===== config.mk =====
export PLATFORM = sky130hd
export DESIGN_NAME = iso_tp_frame_reassembler_flat
export DESIGN_NICKNAME = d
export VERILOG_FILES = /design/src/hw/rtl/itfr_pkg.sv /design/src/hw/rtl/itfr_if.sv /design/src/hw/rtl/itfr_ram.sv /design/src/hw/rtl/itfr_ctrl.sv /design/src/hw/rtl/itfr_dpath.sv /design/src/hw/rtl/iso_tp_frame_reassembler.sv /design/src/flat_wrapper.sv
export SDC_FILE = /design/constraint.sdc
export NUM_CORES = 1
export LEC_CHECK = 0
export ABC_CLOCK_PERIOD_IN_PS = 3700
export BUFFER_PORTS_ARGS = -buffer_cell sky130_fd_sc_hd__buf_2
export CAP_MARGIN = 20
export CORE_MARGIN = 2
export CORE_UTILIZATION = 61
export DETAILED_ROUTE_END_ITERATION = 8
export PLACE_DENSITY = 0.79
export SKIP_CTS_REPAIR_TIMING = 1
export SYNTH_ARGS = -nofsm -noshare
export SYNTH_HDL_FRONTEND = slang
export SYNTH_SLANG_ARGS = --single-unit
export TNS_END_PERCENT = 100

===== constraint.sdc =====
create_clock -name clk_i -period 3.7 [get_ports clk_i]
set_input_delay 0.37 -clock clk_i [delete_from_list [all_inputs] [get_ports clk_i]]
set_output_delay 0.37 -clock clk_i [all_outputs]
set_load 0.01 [all_outputs]

===== src/hw/rtl/itfr_pkg.sv =====
// ----------------------------------------------------------------------------
// ISO-TP frame reassembler package
// Frame and result word layouts, status codes, PCI constants and the
// command/status bundles between the controller and the datapath.
// ----------------------------------------------------------------------------
package itfr_pkg;

  // PCI frame types and data layout of classic CAN ISO-TP frames
  localparam logic [3:0] PCI_FIRST   = 4'h1;
  localparam logic [3:0] PCI_CONSEC  = 4'h2;
  localparam logic [2:0] FIRST_DATA  = 3'd6;
  localparam logic [2:0] CONSEC_DATA = 3'd7;
  localparam logic [2:0] FIRST_SRC   = 3'd2;
  localparam logic [2:0] CONSEC_SRC  = 3'd1;
  localparam logic [3:0] SEQ_START   = 4'd1;
  localparam logic [3:0] SEQ_LAST    = 4'hF;
  localparam int unsigned FRAME_BYTES = 8;

  typedef enum logic [2:0] {
    ST_OK         = 3'd0,
    ST_NOT_FIRST  = 3'd1,
    ST_TOO_LONG   = 3'd2,
    ST_NOT_CONSEC = 3'd3,
    ST_SEQ        = 3'd4,
    ST_LEN        = 3'd5
  } status_e;

  typedef struct packed {
    logic [7:0] frame_byte0;
    logic [7:0] frame_byte1;
    logic [7:0] frame_byte2;
    logic [7:0] frame_byte3;
    logic [7:0] frame_byte4;
    logic [7:0] frame_byte5;
    logic [7:0] frame_byte6;
    logic [7:0] frame_byte7;
    logic       final_frame;
  } frame_t;

  typedef struct packed {
    status_e    status;
    logic [6:0] message_length;
    logic [5:0] byte_position;
    logic [7:0] payload_byte;
    logic       byte_present;
    logic       run_end;
  } result_t;

  typedef enum logic [2:0] {
    S_IDLE,
    S_EVAL,
    S_WRITE,
    S_CLOSE,
    S_EMIT,
    S_RD_REQ,
    S_RD_OUT
  } ctrl_state_e;

  typedef struct packed {
    logic load_frame;
    logic eval;
    logic write_byte;
    logic close_msg;
    logic emit_single;
    logic emit_byte;
    logic next_byte;
    logic clear_msg;
  } ctrl_cmd_t;

  typedef struct packed {
    logic frame_final;
    logic wr_done;
    logic single_result;
    logic drain_last;
    logic out_free;
  } dp_sts_t;

endpackage


===== src/hw/rtl/itfr_if.sv =====
// ----------------------------------------------------------------------------
// ISO-TP reassembler channel interfaces
// Valid/ready channels for incoming CAN frames and outgoing result words.
// ----------------------------------------------------------------------------
interface itfr_frame_if;
  logic            valid;
  logic            ready;
  itfr_pkg::frame_t data;

  modport source (output valid, output data, input ready);
  modport sink   (input valid, input data, output ready);
endinterface

interface itfr_result_if;
  logic             valid;
  logic             ready;
  itfr_pkg::result_t data;

  modport source (output valid, output data, input ready);
  modport sink   (input valid, input data, output ready);
endinterface


===== src/hw/rtl/itfr_ram.sv =====
// ----------------------------------------------------------------------------
// Generic single-write, single-read RAM
// One write port and one read port with registered read data.
// ----------------------------------------------------------------------------
module itfr_ram #(
  parameter int unsigned WIDTH = 8,
  parameter int unsigned DEPTH = 64
) (
  input  logic                     clk_i,
  input  logic                     we_i,
  input  logic [$clog2(DEPTH)-1:0] waddr_i,
  input  logic [WIDTH-1:0]         wdata_i,
  input  logic [$clog2(DEPTH)-1:0] raddr_i,
  output logic [WIDTH-1:0]         rdata_o
);

  logic [WIDTH-1:0] mem [DEPTH];
  logic [WIDTH-1:0] rdata_q;

  // write one word, read one word per cycle
  always_ff @(posedge clk_i) begin
    if (we_i) begin
      mem[waddr_i] <= wdata_i;
    end
    rdata_q <= mem[raddr_i];
  end

  assign rdata_o = rdata_q;

endmodule


===== src/hw/rtl/itfr_ctrl.sv =====
// ----------------------------------------------------------------------------
// ISO-TP reassembler controller
// Sequences frame check, byte writes, message close and result drain.
// ----------------------------------------------------------------------------
module itfr_ctrl (
  input  logic                clk_i,
  input  logic                rst_ni,
  input  logic                frame_valid_i,
  output logic                frame_ready_o,
  input  itfr_pkg::dp_sts_t   sts_i,
  output itfr_pkg::ctrl_cmd_t cmd_o
);
  import itfr_pkg::*;

  ctrl_state_e state_q, state_d;

  // state register
  always_ff @(posedge clk_i or negedge rst_ni) begin
    if (!rst_ni) begin
      state_q <= S_IDLE;
    end else begin
      state_q <= state_d;
    end
  end

  // next state and commands
  always_comb begin
    state_d       = state_q;
    cmd_o         = '0;
    frame_ready_o = 1'b0;
    unique case (state_q)
      S_IDLE: begin
        frame_ready_o = 1'b1;
        if (frame_valid_i) begin
          cmd_o.load_frame = 1'b1;
          state_d          = S_EVAL;
        end
      end
      S_EVAL: begin
        cmd_o.eval = 1'b1;
        state_d    = S_WRITE;
      end
      S_WRITE: begin
        if (sts_i.wr_done) begin
          state_d = S_CLOSE;
        end else begin
          cmd_o.write_byte = 1'b1;
        end
      end
      S_CLOSE: begin
        if (sts_i.frame_final) begin
          cmd_o.close_msg = 1'b1;
          state_d         = S_EMIT;
        end else begin
          state_d = S_IDLE;
        end
      end
      S_EMIT: begin
        if (!sts_i.single_result) begin
          state_d = S_RD_REQ;
        end else if (sts_i.out_free) begin
          cmd_o.emit_single = 1'b1;
          cmd_o.clear_msg   = 1'b1;
          state_d           = S_IDLE;
        end
      end
      S_RD_REQ: begin
        state_d = S_RD_OUT;
      end
      S_RD_OUT: begin
        if (sts_i.out_free) begin
          cmd_o.emit_byte = 1'b1;
          if (sts_i.drain_last) begin
            cmd_o.clear_msg = 1'b1;
            state_d         = S_IDLE;
          end else begin
            cmd_o.next_byte = 1'b1;
            state_d         = S_RD_REQ;
          end
        end
      end
      default: begin
        state_d = S_IDLE;
      end
    endcase
  end

endmodule


===== src/hw/rtl/itfr_dpath.sv =====
// ----------------------------------------------------------------------------
// ISO-TP reassembler datapath
// Frame register, message counters, error latch, payload store and the
// output word register.
// ----------------------------------------------------------------------------
module itfr_dpath #(
  parameter int unsigned MAX_BYTES = 64
) (
  input  logic                clk_i,
  input  logic                rst_ni,
  input  itfr_pkg::ctrl_cmd_t cmd_i,
  output itfr_pkg::dp_sts_t   sts_o,
  input  itfr_pkg::frame_t    frame_i,
  output itfr_pkg::result_t   result_o,
  output logic                result_valid_o,
  input  logic                result_ready_i
);
  import itfr_pkg::*;

  localparam int unsigned AW    = $clog2(MAX_BYTES);
  localparam int unsigned CNT_W = $clog2(MAX_BYTES + 1);

  // message state
  logic             in_msg_q, in_msg_d;
  logic [CNT_W-1:0] decl_q, decl_d;
  logic [CNT_W-1:0] written_q, written_d;
  logic [3:0]       seq_q, seq_d;
  status_e          err_q, err_d;
  logic [2:0]       left_q, left_d;
  logic [2:0]       src_q, src_d;
  logic [AW-1:0]    rd_pos_q, rd_pos_d;
  logic             out_valid_q, out_valid_d;

  // payload registers
  frame_t           frame_q;
  result_t          out_q, out_d;

  logic [7:0]       frame_bytes [FRAME_BYTES];
  logic [11:0]      len12;
  logic [CNT_W-1:0] remaining;
  logic [7:0]       rdata;
  logic             out_free;
  logic             drain_last;

  assign frame_bytes[0] = frame_q.frame_byte0;
  assign frame_bytes[1] = frame_q.frame_byte1;
  assign frame_bytes[2] = frame_q.frame_byte2;
  assign frame_bytes[3] = frame_q.frame_byte3;
  assign frame_bytes[4] = frame_q.frame_byte4;
  assign frame_bytes[5] = frame_q.frame_byte5;
  assign frame_bytes[6] = frame_q.frame_byte6;
  assign frame_bytes[7] = frame_q.frame_byte7;

  assign len12      = {frame_q.frame_byte0[3:0], frame_q.frame_byte1};
  assign remaining  = decl_q - written_q;
  assign out_free   = !out_valid_q || result_ready_i;
  assign drain_last = (CNT_W'(rd_pos_q) + CNT_W'(1)) == decl_q;

  // payload store, one byte written per cycle
  itfr_ram #(
    .WIDTH (8),
    .DEPTH (MAX_BYTES)
  ) u_store (
    .clk_i   (clk_i),
    .we_i    (cmd_i.write_byte),
    .waddr_i (written_q[AW-1:0]),
    .wdata_i (frame_bytes[src_q]),
    .raddr_i (rd_pos_q),
    .rdata_o (rdata)
  );

  // check the frame, write bytes, close and clear the message
  always_comb begin
    in_msg_d  = in_msg_q;
    decl_d    = decl_q;
    written_d = written_q;
    seq_d     = seq_q;
    err_d     = err_q;
    left_d    = left_q;
    src_d     = src_q;
    rd_pos_d  = rd_pos_q;

    if (cmd_i.eval) begin
      left_d = 3'd0;
      if (!in_msg_q) begin
        in_msg_d  = 1'b1;
        seq_d     = SEQ_START;
        written_d = '0;
        decl_d    = '0;
        if (frame_q.frame_byte0[7:4] != PCI_FIRST) begin
          err_d = ST_NOT_FIRST;
        end else if (len12 > 12'(MAX_BYTES)) begin
          err_d = ST_TOO_LONG;
        end else begin
          decl_d = CNT_W'(len12);
          left_d = (len12 < 12'(FIRST_DATA)) ? len12[2:0] : FIRST_DATA;
          src_d  = FIRST_SRC;
        end
      end else if (err_q == ST_OK) begin
        if (frame_q.frame_byte0[7:4] != PCI_CONSEC) begin
          err_d = ST_NOT_CONSEC;
        end else if (frame_q.frame_byte0[3:0] != seq_q) begin
          err_d = ST_SEQ;
        end else begin
          left_d = (remaining >= CNT_W'(CONSEC_DATA)) ? CONSEC_DATA : remaining[2:0];
          src_d  = CONSEC_SRC;
          seq_d  = (seq_q == SEQ_LAST) ? SEQ_START : seq_q + 4'd1;
        end
      end
    end

    if (cmd_i.write_byte) begin
      written_d = written_q + CNT_W'(1);
      src_d     = src_q + 3'd1;
      left_d    = left_q - 3'd1;
    end

    if (cmd_i.close_msg) begin
      rd_pos_d = '0;
      if (err_q == ST_OK && written_q != decl_q) begin
        err_d = ST_LEN;
      end
    end

    if (cmd_i.next_byte) begin
      rd_pos_d = rd_pos_q + AW'(1);
    end

    if (cmd_i.clear_msg) begin
      in_msg_d  = 1'b0;
      decl_d    = '0;
      written_d = '0;
      seq_d     = SEQ_START;
      err_d     = ST_OK;
    end
  end

  // load the output word, drop it once taken
  always_comb begin
    out_d       = out_q;
    out_valid_d = out_valid_q;
    if (cmd_i.emit_single) begin
      out_d       = '{status: err_q, message_length: '0, byte_position: '0,
                     payload_byte: '0, byte_present: 1'b0, run_end: 1'b1};
      out_valid_d = 1'b1;
    end else if (cmd_i.emit_byte) begin
      out_d       = '{status: ST_OK, message_length: 7'(decl_q),
                     byte_position: 6'(rd_pos_q), payload_byte: rdata,
                     byte_present: 1'b1, run_end: drain_last};
      out_valid_d = 1'b1;
    end else if (result_ready_i) begin
      out_valid_d = 1'b0;
    end
  end

  always_ff @(posedge clk_i or negedge rst_ni) begin
    if (!rst_ni) begin
      in_msg_q    <= 1'b0;
      decl_q      <= '0;
      written_q   <= '0;
      seq_q       <= SEQ_START;
      err_q       <= ST_OK;
      left_q      <= 3'd0;
      rd_pos_q    <= '0;
      out_valid_q <= 1'b0;
    end else begin
      in_msg_q    <= in_msg_d;
      decl_q      <= decl_d;
      written_q   <= written_d;
      seq_q       <= seq_d;
      err_q       <= err_d;
      left_q      <= left_d;
      rd_pos_q    <= rd_pos_d;
      out_valid_q <= out_valid_d;
    end
  end

  // hold frame, source index and output word
  always_ff @(posedge clk_i) begin
    if (cmd_i.load_frame) begin
      frame_q <= frame_i;
    end
    src_q <= src_d;
    out_q <= out_d;
  end

  assign sts_o.frame_final   = frame_q.final_frame;
  assign sts_o.wr_done       = (left_q == 3'd0);
  assign sts_o.single_result = (err_q != ST_OK) || (decl_q == '0);
  assign sts_o.drain_last    = drain_last;
  assign sts_o.out_free      = out_free;

  assign result_o       = out_q;
  assign result_valid_o = out_valid_q;

endmodule


===== src/hw/rtl/iso_tp_frame_reassembler.sv =====
// Flow: a frame is accepted in idle, then checked, its payload bytes are written to
//   the store and the frame is closed before the next frame is accepted.
// A final frame then emits a single error or empty-message word, or each payload word
//   after a registered store read and an output load, before the next frame.
// Reset: asynchronous, active low; clears message state and the output valid.
//   The payload store is not cleared and needs no clearing pass.
// ----------------------------------------------------------------------------
// ISO-TP frame reassembler
// Rebuilds a multi-frame ISO-TP message from classic CAN frames and streams
// the payload out as byte words, or a single status word on error or for an empty message.
// ----------------------------------------------------------------------------
module iso_tp_frame_reassembler #(
  parameter int unsigned MAX_BYTES = 64
) (
  input  logic                 clk_i,
  input  logic                 rst_ni,
  itfr_frame_if.sink           frame_i,
  itfr_result_if.source        result_o
);
  import itfr_pkg::*;

  ctrl_cmd_t cmd;
  dp_sts_t   sts;

  itfr_ctrl u_ctrl (
    .clk_i         (clk_i),
    .rst_ni        (rst_ni),
    .frame_valid_i (frame_i.valid),
    .frame_ready_o (frame_i.ready),
    .sts_i         (sts),
    .cmd_o         (cmd)
  );

  itfr_dpath #(
    .MAX_BYTES (MAX_BYTES)
  ) u_dpath (
    .clk_i          (clk_i),
    .rst_ni         (rst_ni),
    .cmd_i          (cmd),
    .sts_o          (sts),
    .frame_i        (frame_i.data),
    .result_o       (result_o.data),
    .result_valid_o (result_o.valid),
    .result_ready_i (result_o.ready)
  );

endmodule

===== src/flat_wrapper.sv =====
// flat-port wrapper written by rule: the top's interface ports become plain ports
module iso_tp_frame_reassembler_flat import itfr_pkg::*;
#(
  parameter int unsigned MAX_BYTES = 64
)
  (clk_i, rst_ni, frame_i_valid, frame_i_data, frame_i_ready, result_o_valid, result_o_data, result_o_ready);
  itfr_frame_if frame_i_i ();
  itfr_result_if result_o_i ();
  input  logic clk_i;
  input  logic rst_ni;
  input wire logic [$bits(frame_i_i.valid)-1:0] frame_i_valid;
  input wire logic [$bits(frame_i_i.data)-1:0] frame_i_data;
  output wire logic [$bits(frame_i_i.ready)-1:0] frame_i_ready;
  output wire logic [$bits(result_o_i.valid)-1:0] result_o_valid;
  output wire logic [$bits(result_o_i.data)-1:0] result_o_data;
  input wire logic [$bits(result_o_i.ready)-1:0] result_o_ready;
  assign frame_i_i.valid = frame_i_valid;
  assign frame_i_i.data = frame_i_data;
  assign frame_i_ready = frame_i_i.ready;
  assign result_o_valid = result_o_i.valid;
  assign result_o_data = result_o_i.data;
  assign result_o_i.ready = result_o_ready;
  iso_tp_frame_reassembler #(.MAX_BYTES(MAX_BYTES)) u_core (.clk_i(clk_i), .rst_ni(rst_ni), .frame_i(frame_i_i), .result_o(result_o_i));
endmodule

==> Yosys cells after proc, flatten, opt, wreduce, memory -nomap -nowiden <==
Memory sizes are Yosys's and may differ from the RTL's. A register that Yosys moved wholly into a read port is not among the register bits.
Cells that the tools add are included.
Widths: inputs -> output; s select.
{ "totals": {"register_bits": 129, "n_memories": 1, "in_bits": 69, "out_inout_bits": 28, "mem_bits_rw": 512, "word_cells": 166} }
{ "mem_list": {"columns": ["name", "words", "width", "read_ports", "rd_ports_with_merged_regs", "wr", "line_no", "rtl"], "rows": [
  ["u_core.u_dpath.u_store.mem", 64, 8, 1, 1, 1, "itfr_ram.sv:17", "logic [WIDTH-1:0] mem [DEPTH];"]
]} }
{ "op_classes": {"n_bitwise": 1, "mux": 82, "n_reduce_logical": 20, "add_sub_neg": 7, "order_cmp": 4, "eq_ne": 26} }
{ "op_table": {"columns": ["operator", "n"], "rows": [
  ["$mux 3", 36],
  ["$mux 7", 9],
  ["$mux 26", 2],
  ["$mux 4", 7],
  ["$bmux 8 s3", 1],
  ["$pmux 3 s7", 1],
  ["$mux 1", 20],
  ["$ne 3x2->1 const B", 6],
  ["$mux 8", 2],
  ["$gt 12x7->1 const B", 1],
  ["$lt 12x3->1 const B", 1],
  ["$mux 6", 2],
  ["$eq 3x3->1 const B", 3],
  ["$logic_not 3->1", 3],
  ["$ne 3x1->1 const B", 3],
  ["$reduce_bool 3->1", 3],
  ["$reduce_and 4->1", 2],
  ["$reduce_bool 2->1", 4],
  ["$add 6x1->7 const B", 1],
  ["$add 7x1->7 const B", 1],
  ["$eq 7x7->1", 1],
  ["$ge 7x3->1 const B", 1],
  ["$logic_not 7->1", 1],
  ["$ne 7x7->1", 1],
  ["other kinds (23)", 28]
]} }

==> Logic depth before layout (Yosys ltp) <==
{ "logic_depth": {"depth_word": 9, "mapped_depth": 10, "ltp_nobuf": 10} }

==> Modules after synthesis <==
From an unflattened synthesis, not the netlist that was laid out.
{ "hier_totals": {"hier_cells": 1405, "hier_area_um2": 26258.9} }
{ "by_module_without_submodules": {"columns": ["module", "cells_each", "n_inst", "area_per_inst_um2"], "rows": [
  ["itfr_ram", 940, 1, 20166.8],
  ["itfr_dpath", 435, 1, 5836.8],
  ["itfr_ctrl", 30, 1, 255.2]
]} }

==> Least setup slack after synthesis <==
No wires, ideal clock.
{ "synth_timing": {"path_type": "register -> register", "start": "reg u_core.u_ctrl.state_q[1]", "end": "reg u_core.u_dpath.frame_q (netlist bit u_core.u_dpath.frame_bytes[0]) (enable)", "period_less_slack_ns": 2.951, "stages_incl_launch_ff": 4, "path_slack_ns": 0.749, "setup_time_ns": 0.430, "t_arrival_ns": 2.521, "path_cell_list": "dfrtp_1 -> clkbuf_1 -> nor3_1 -> and2_1"} }
{ "synth_rtl": {"columns": ["item", "line_no", "rtl"], "rows": [
  ["from (decl)", "itfr_ctrl.sv:15", "ctrl_state_e state_q, state_d;"],
  ["from (signal assigned)", "itfr_ctrl.sv:22", "state_q <= state_d;"],
  ["to (signal assigned)", "itfr_dpath.sv:181", "frame_q <= frame_i;"],
  ["to (decl)", "itfr_dpath.sv:35", "frame_t frame_q;"]
]} }

==> Final worst setup path <==
{ "layout_timing": {"start": "reg u_core.u_dpath.left_q[0]", "end": "mem u_core.u_dpath.u_store.mem[22][4] (enable)"} }
{ "layout_between": {"elab_chain_len": 5} }
{ "layout_rtl": {"columns": ["item", "line_no", "rtl"], "rows": [
  ["from (decl)", "itfr_dpath.sv:29", "logic [2:0] left_q, left_d;"],
  ["from (signal assigned)", "itfr_dpath.sv:172", "left_q <= left_d;"],
  ["$logic_not 3->1", "itfr_dpath.sv:188", "assign sts_o.wr_done = (left_q == 3'd0);"],
  ["$mux 1", "itfr_ctrl.sv:44", "if (sts_i.wr_done) begin"],
  ["$mux 1", "itfr_ctrl.sv:31", "unique case (state_q)"],
  ["$mux 1", "itfr_ram.sv:22", "if (we_i) begin"],
  ["$mux 1 (implied by the code)", "itfr_ram.sv:23", "mem[waddr_i] <= wdata_i;"],
  ["to (decl)", "itfr_ram.sv:17", null]
]} }
Every way passes these cells.

==> metrics.log <==
INFO  metric synth_edf_count = 583
INFO  metric setup_viol_count_final = 0
INFO  metric slew_at_the_pin_closest_to_its_max_slew_limit = 0.950 ns
INFO  metric wl = 60.9 mm
INFO  metric crit_path_cell_trace = inv_1 -> ha_1 -> ha_1 -> or3_1 -> or4_1 -> nor2_1
INFO  metric floorplan.rows = 75
INFO  metric synth_seq_cells = 649
INFO  metric fin_crit = 3.17 ns
INFO  metric num_clock_sinks = 649
INFO  metric power.density_cell_area = 709 mW/mm^2
INFO  metric min-delay-start = result_o_ready
INFO  metric path_class = reg -> reg
INFO  metric postLayoutSetupSlackWorst = 0.532 ns
INFO  metric cts-buffers-inserted = 61
INFO  metric yosys-top-cells-area = sky130_fd_sc_hd__edfxtp_1, sky130_fd_sc_hd__mux4_2, sky130_fd_sc_hd__dfrtp_1, sky130_fd_sc_hd__dfxtp_1, sky130_fd_sc_hd__nor2_1
INFO  metric hp-class = in -> reg
INFO  metric io_buffer_count = 96
INFO  metric initial_core_util = 0.618
INFO  metric postLayoutCellArea = 0.0301 mm^2
INFO  metric rsz0062_at_grt = no
INFO  metric num_antenna_cells = 0
INFO  metric whs_endpoint = u_core.u_dpath.result_valid_o
INFO  metric first_iter_violations = 1816
INFO  metric reg2regPathDepth = 6
INFO  metric syn_to_final_growth = 16.1%
INFO  metric timing.clock.skew = 0.0209 ns
INFO  metric post_drt_wl_per_cell = 27.7 um
INFO  metric first_pass_grt_wire_length = 88.6 mm
INFO  metric first_pass_iters = 5
INFO  metric fmax = 316 MHz
INFO  metric max_cap_viols = 0
INFO  metric initial_antenna_violation_count = 2
INFO  metric max-slew-margin-rel = 0.364
INFO  metric worst_ir_drop_vdd = 0.477 mV
INFO  metric yosysTopAreaCellShare = 0.676
INFO  metric layout.filler_cells = 2354
INFO  metric floorplan.core_area = 0.0419 mm^2
INFO  metric die_area = 0.0441 mm^2
INFO  metric synth.most_common_cell = sky130_fd_sc_hd__edfxtp_1
INFO  metric critical_path_launch_point_type = register
INFO  metric syn-mean-instance-area = 19.0 um^2
INFO  metric critical-path-top-cell-by-count = sky130_fd_sc_hd__ha_1
INFO  metric cpPeakStageDelay = 0.80 ns
INFO  metric final_hold_viol_count = 0
INFO  metric die_x = 210 um
INFO  metric worst_setup_hold_path_clk_slew = 0.06 ns
INFO  metric vias_per_cell = 6.47
INFO  metric largest_net_degree_at_the_start_of_global_routing = 76
INFO  metric synthesis.yosys.warnings = 0
INFO  metric cts.path.max_buffers = 3
INFO  metric worst_path_max_delay_cell = sky130_fd_sc_hd__or4_1
INFO  metric final_layout_size_suffix_gt1_frac = 0.278
INFO  metric cts_root_buf = sky130_fd_sc_hd__clkbuf_16
INFO  metric post_layout_util = 0.717
INFO  metric synth_area_leader_cell = sky130_fd_sc_hd__edfxtp_1
INFO  metric ys_dominant_reg_cell = sky130_fd_sc_hd__edfxtp_1
INFO  metric period_share = 0.856
INFO  metric placed_cell_area = 0.0275 mm^2
INFO  metric synth-async-reset-ratio = 0.0539
INFO  metric synth_cells = 1364
INFO  metric yosysSeqAreaShare = 0.734
INFO  metric dp_hpwl = 35.6 mm
INFO  metric cts_tree = built
INFO  metric synth_cell_types = 62
INFO  metric ant_nets = 0
INFO  metric htreeDepth = 2
INFO  metric min_path_cells = 3
INFO  metric clock_insertion_delay_worst_skew = 0.64 ns
INFO  metric critical_path_required = 3.97 ns
INFO  metric run_status = finished, final reports clean
INFO  metric timing.critical_path.arrival = 3.43 ns
INFO  metric syn_nets = 1446
INFO  metric rr_endpoint = u_core.u_dpath.u_store.mem[22][4]
INFO  metric timing.reg2reg.setup_slack = 0.53 ns
INFO  metric pre_cts_slack = 0.603 ns
INFO  metric synth.top_cells.by_count = sky130_fd_sc_hd__edfxtp_1, sky130_fd_sc_hd__mux4_2, sky130_fd_sc_hd__nor2_1, sky130_fd_sc_hd__nand2_1, sky130_fd_sc_hd__a21oi_1
INFO  metric p_leak = 9.95 nW
INFO  metric rr_startpoint = u_core.u_dpath.left_q[0]
INFO  metric finalNetCount = 1692
INFO  metric vias = 14200
INFO  metric critical_path.max_fanout = 10
INFO  metric report.final.slew_viol_count = 0
INFO  metric gp_congestion = 0.922
INFO  metric aggregate_global_routing_overflow = 0
INFO  metric netlist_area_pre_place = 0.0259 mm^2
INFO  metric route.detailed.drc = 0
INFO  metric grt_pass1_vias = 14000
INFO  metric die_y = 210 um
INFO  metric boundaryPins = 97
INFO  metric grt_util_all_layers = 0.276
INFO  metric crit_path_end_kind = register
INFO  metric total_negative_slack = 0 ns
## registers in the layout (all words and copies together), names as in the netlist, 3 cells and up
signal                          count
u_core.u_dpath.src_q                3
u_core.u_dpath.left_q               3
u_core.u_dpath.result_o            26
u_core.u_dpath.u_store.rdata_o      8
u_core.u_dpath.seq_q                4
u_core.u_dpath.u_store.mem        512
u_core.u_ctrl.state_q               3
u_core.u_dpath.rd_pos_q             6
u_core.u_dpath.decl_q               7
u_core.u_dpath.frame_bytes         64
u_core.u_dpath.err_q                3
u_core.u_dpath.written_q            7
## worst max-delay path: cells and delay by family, from the launching register on
family / cells / cell delay [ns]
fa+ha+maj: 2 / 0.38
flops: 1 / 0.37
simple gates: 3 / 2.00
buf+inv: 1 / 0.05
## layer usage
| metal | GRT usage | wire length, um |
|---|---|---|
| met5 | 0 | 28 |
| met4 | 0.0934 | 1900 |
| met3 | 0.0547 | 5690 |
| met2 | 0.452 | 30800 |
| met1 | 0.379 | 22500 |
## where the power goes
group          switching [mW]  total [mW]  leakage, nW  internal [mW]
sequential              0.442        9.85         5.97           9.41
combinational            3.25        5.35         3.05           2.10
clock                    2.70        6.12        0.939           3.41
total                    6.39        21.3         9.95           14.9
## worst max path at each step
stage	start	cells past startpoint	to	slack [ns]
final	u_core.u_dpath.left_q[0]	6	u_core.u_dpath.u_store.mem[22][4]	0.53
after global routing	u_core.u_dpath.left_q[0]	6	u_core.u_dpath.u_store.mem[22][4]	0.43
after CTS	u_core.u_dpath.left_q[0]	6	u_core.u_dpath.u_store.mem[22][4]	0.57
after detailed placement	u_core.u_dpath.left_q[0]	6	u_core.u_dpath.u_store.mem[22][5]	0.60
after global placement	u_core.u_dpath.left_q[0]	6	u_core.u_dpath.u_store.mem[22][1]	0.70
after floorplan	u_core.u_ctrl.state_q[1]	3	u_core.u_dpath.frame_bytes[0]	0.75
## final cells by class
cell class / count / area [um^2] / share of cell area
Clock buffer: 77 / 1600 / 0.0531
Clock inverter: 37 / 337 / 0.0112
Inverter: 26 / 97.6 / 0.00324
Multi-Input combinational cell: 619 / 6480 / 0.215
Sequential cell: 649 / 19000 / 0.632
Tap cell: 539 / 674 / 0.0224
Timing Repair Buffer: 253 / 1890 / 0.0627
## stage by stage
stage / hold slack [ns] / power, mW / instances
4_1_cts: -0.167 / 21.3 / 2134
5_1_grt: 0.178 / 22.0 / 2200
3_5_place_dp: 0.448 / 15.2 / 2020
6_report: 0.142 / 21.3 / 2200
2_1_floorplan: 0.0744 / 13.1 / 1364
3_3_place_gp: 0.440 / 15.0 / 2020
## cells by family (layout without fill, tap and decap cells)
group           after synthesis  after routing  share of synthesized area
simple gates                261            261                     0.0465
buf+inv                      96            393                     0.0166
fa+ha+maj                    13             13                    0.00657
compound gates              133            133                     0.0337
xor+xnor                     17             17                    0.00575
flops                       649            649                      0.734
mux                         195            195                      0.157
## cell usage in the layout (no fill, tap or decap), drive strengths merged, types with 5 or more instances in the layout
cell type	instances
a211oi	5
a21o	5
a21oi	45
a221o	6
a22o	7
a22oi	7
and2	6
buf	187
bufinv	5
clkbuf	77
clkinv	26
dfrtp	34
dfxtp	31
dlygate4sd3	66
edfxtp	583
ha	12
inv	29
mux2	10
mux2i	16
mux4	169
nand2	68
nand3	24
nand4	6
nor2	98
nor2b	7
nor3	17
nor3b	6
o21a	5
o21ai	24
or3	5
xnor2	7
xor2	10
Power figures use the tool's default switching activity.
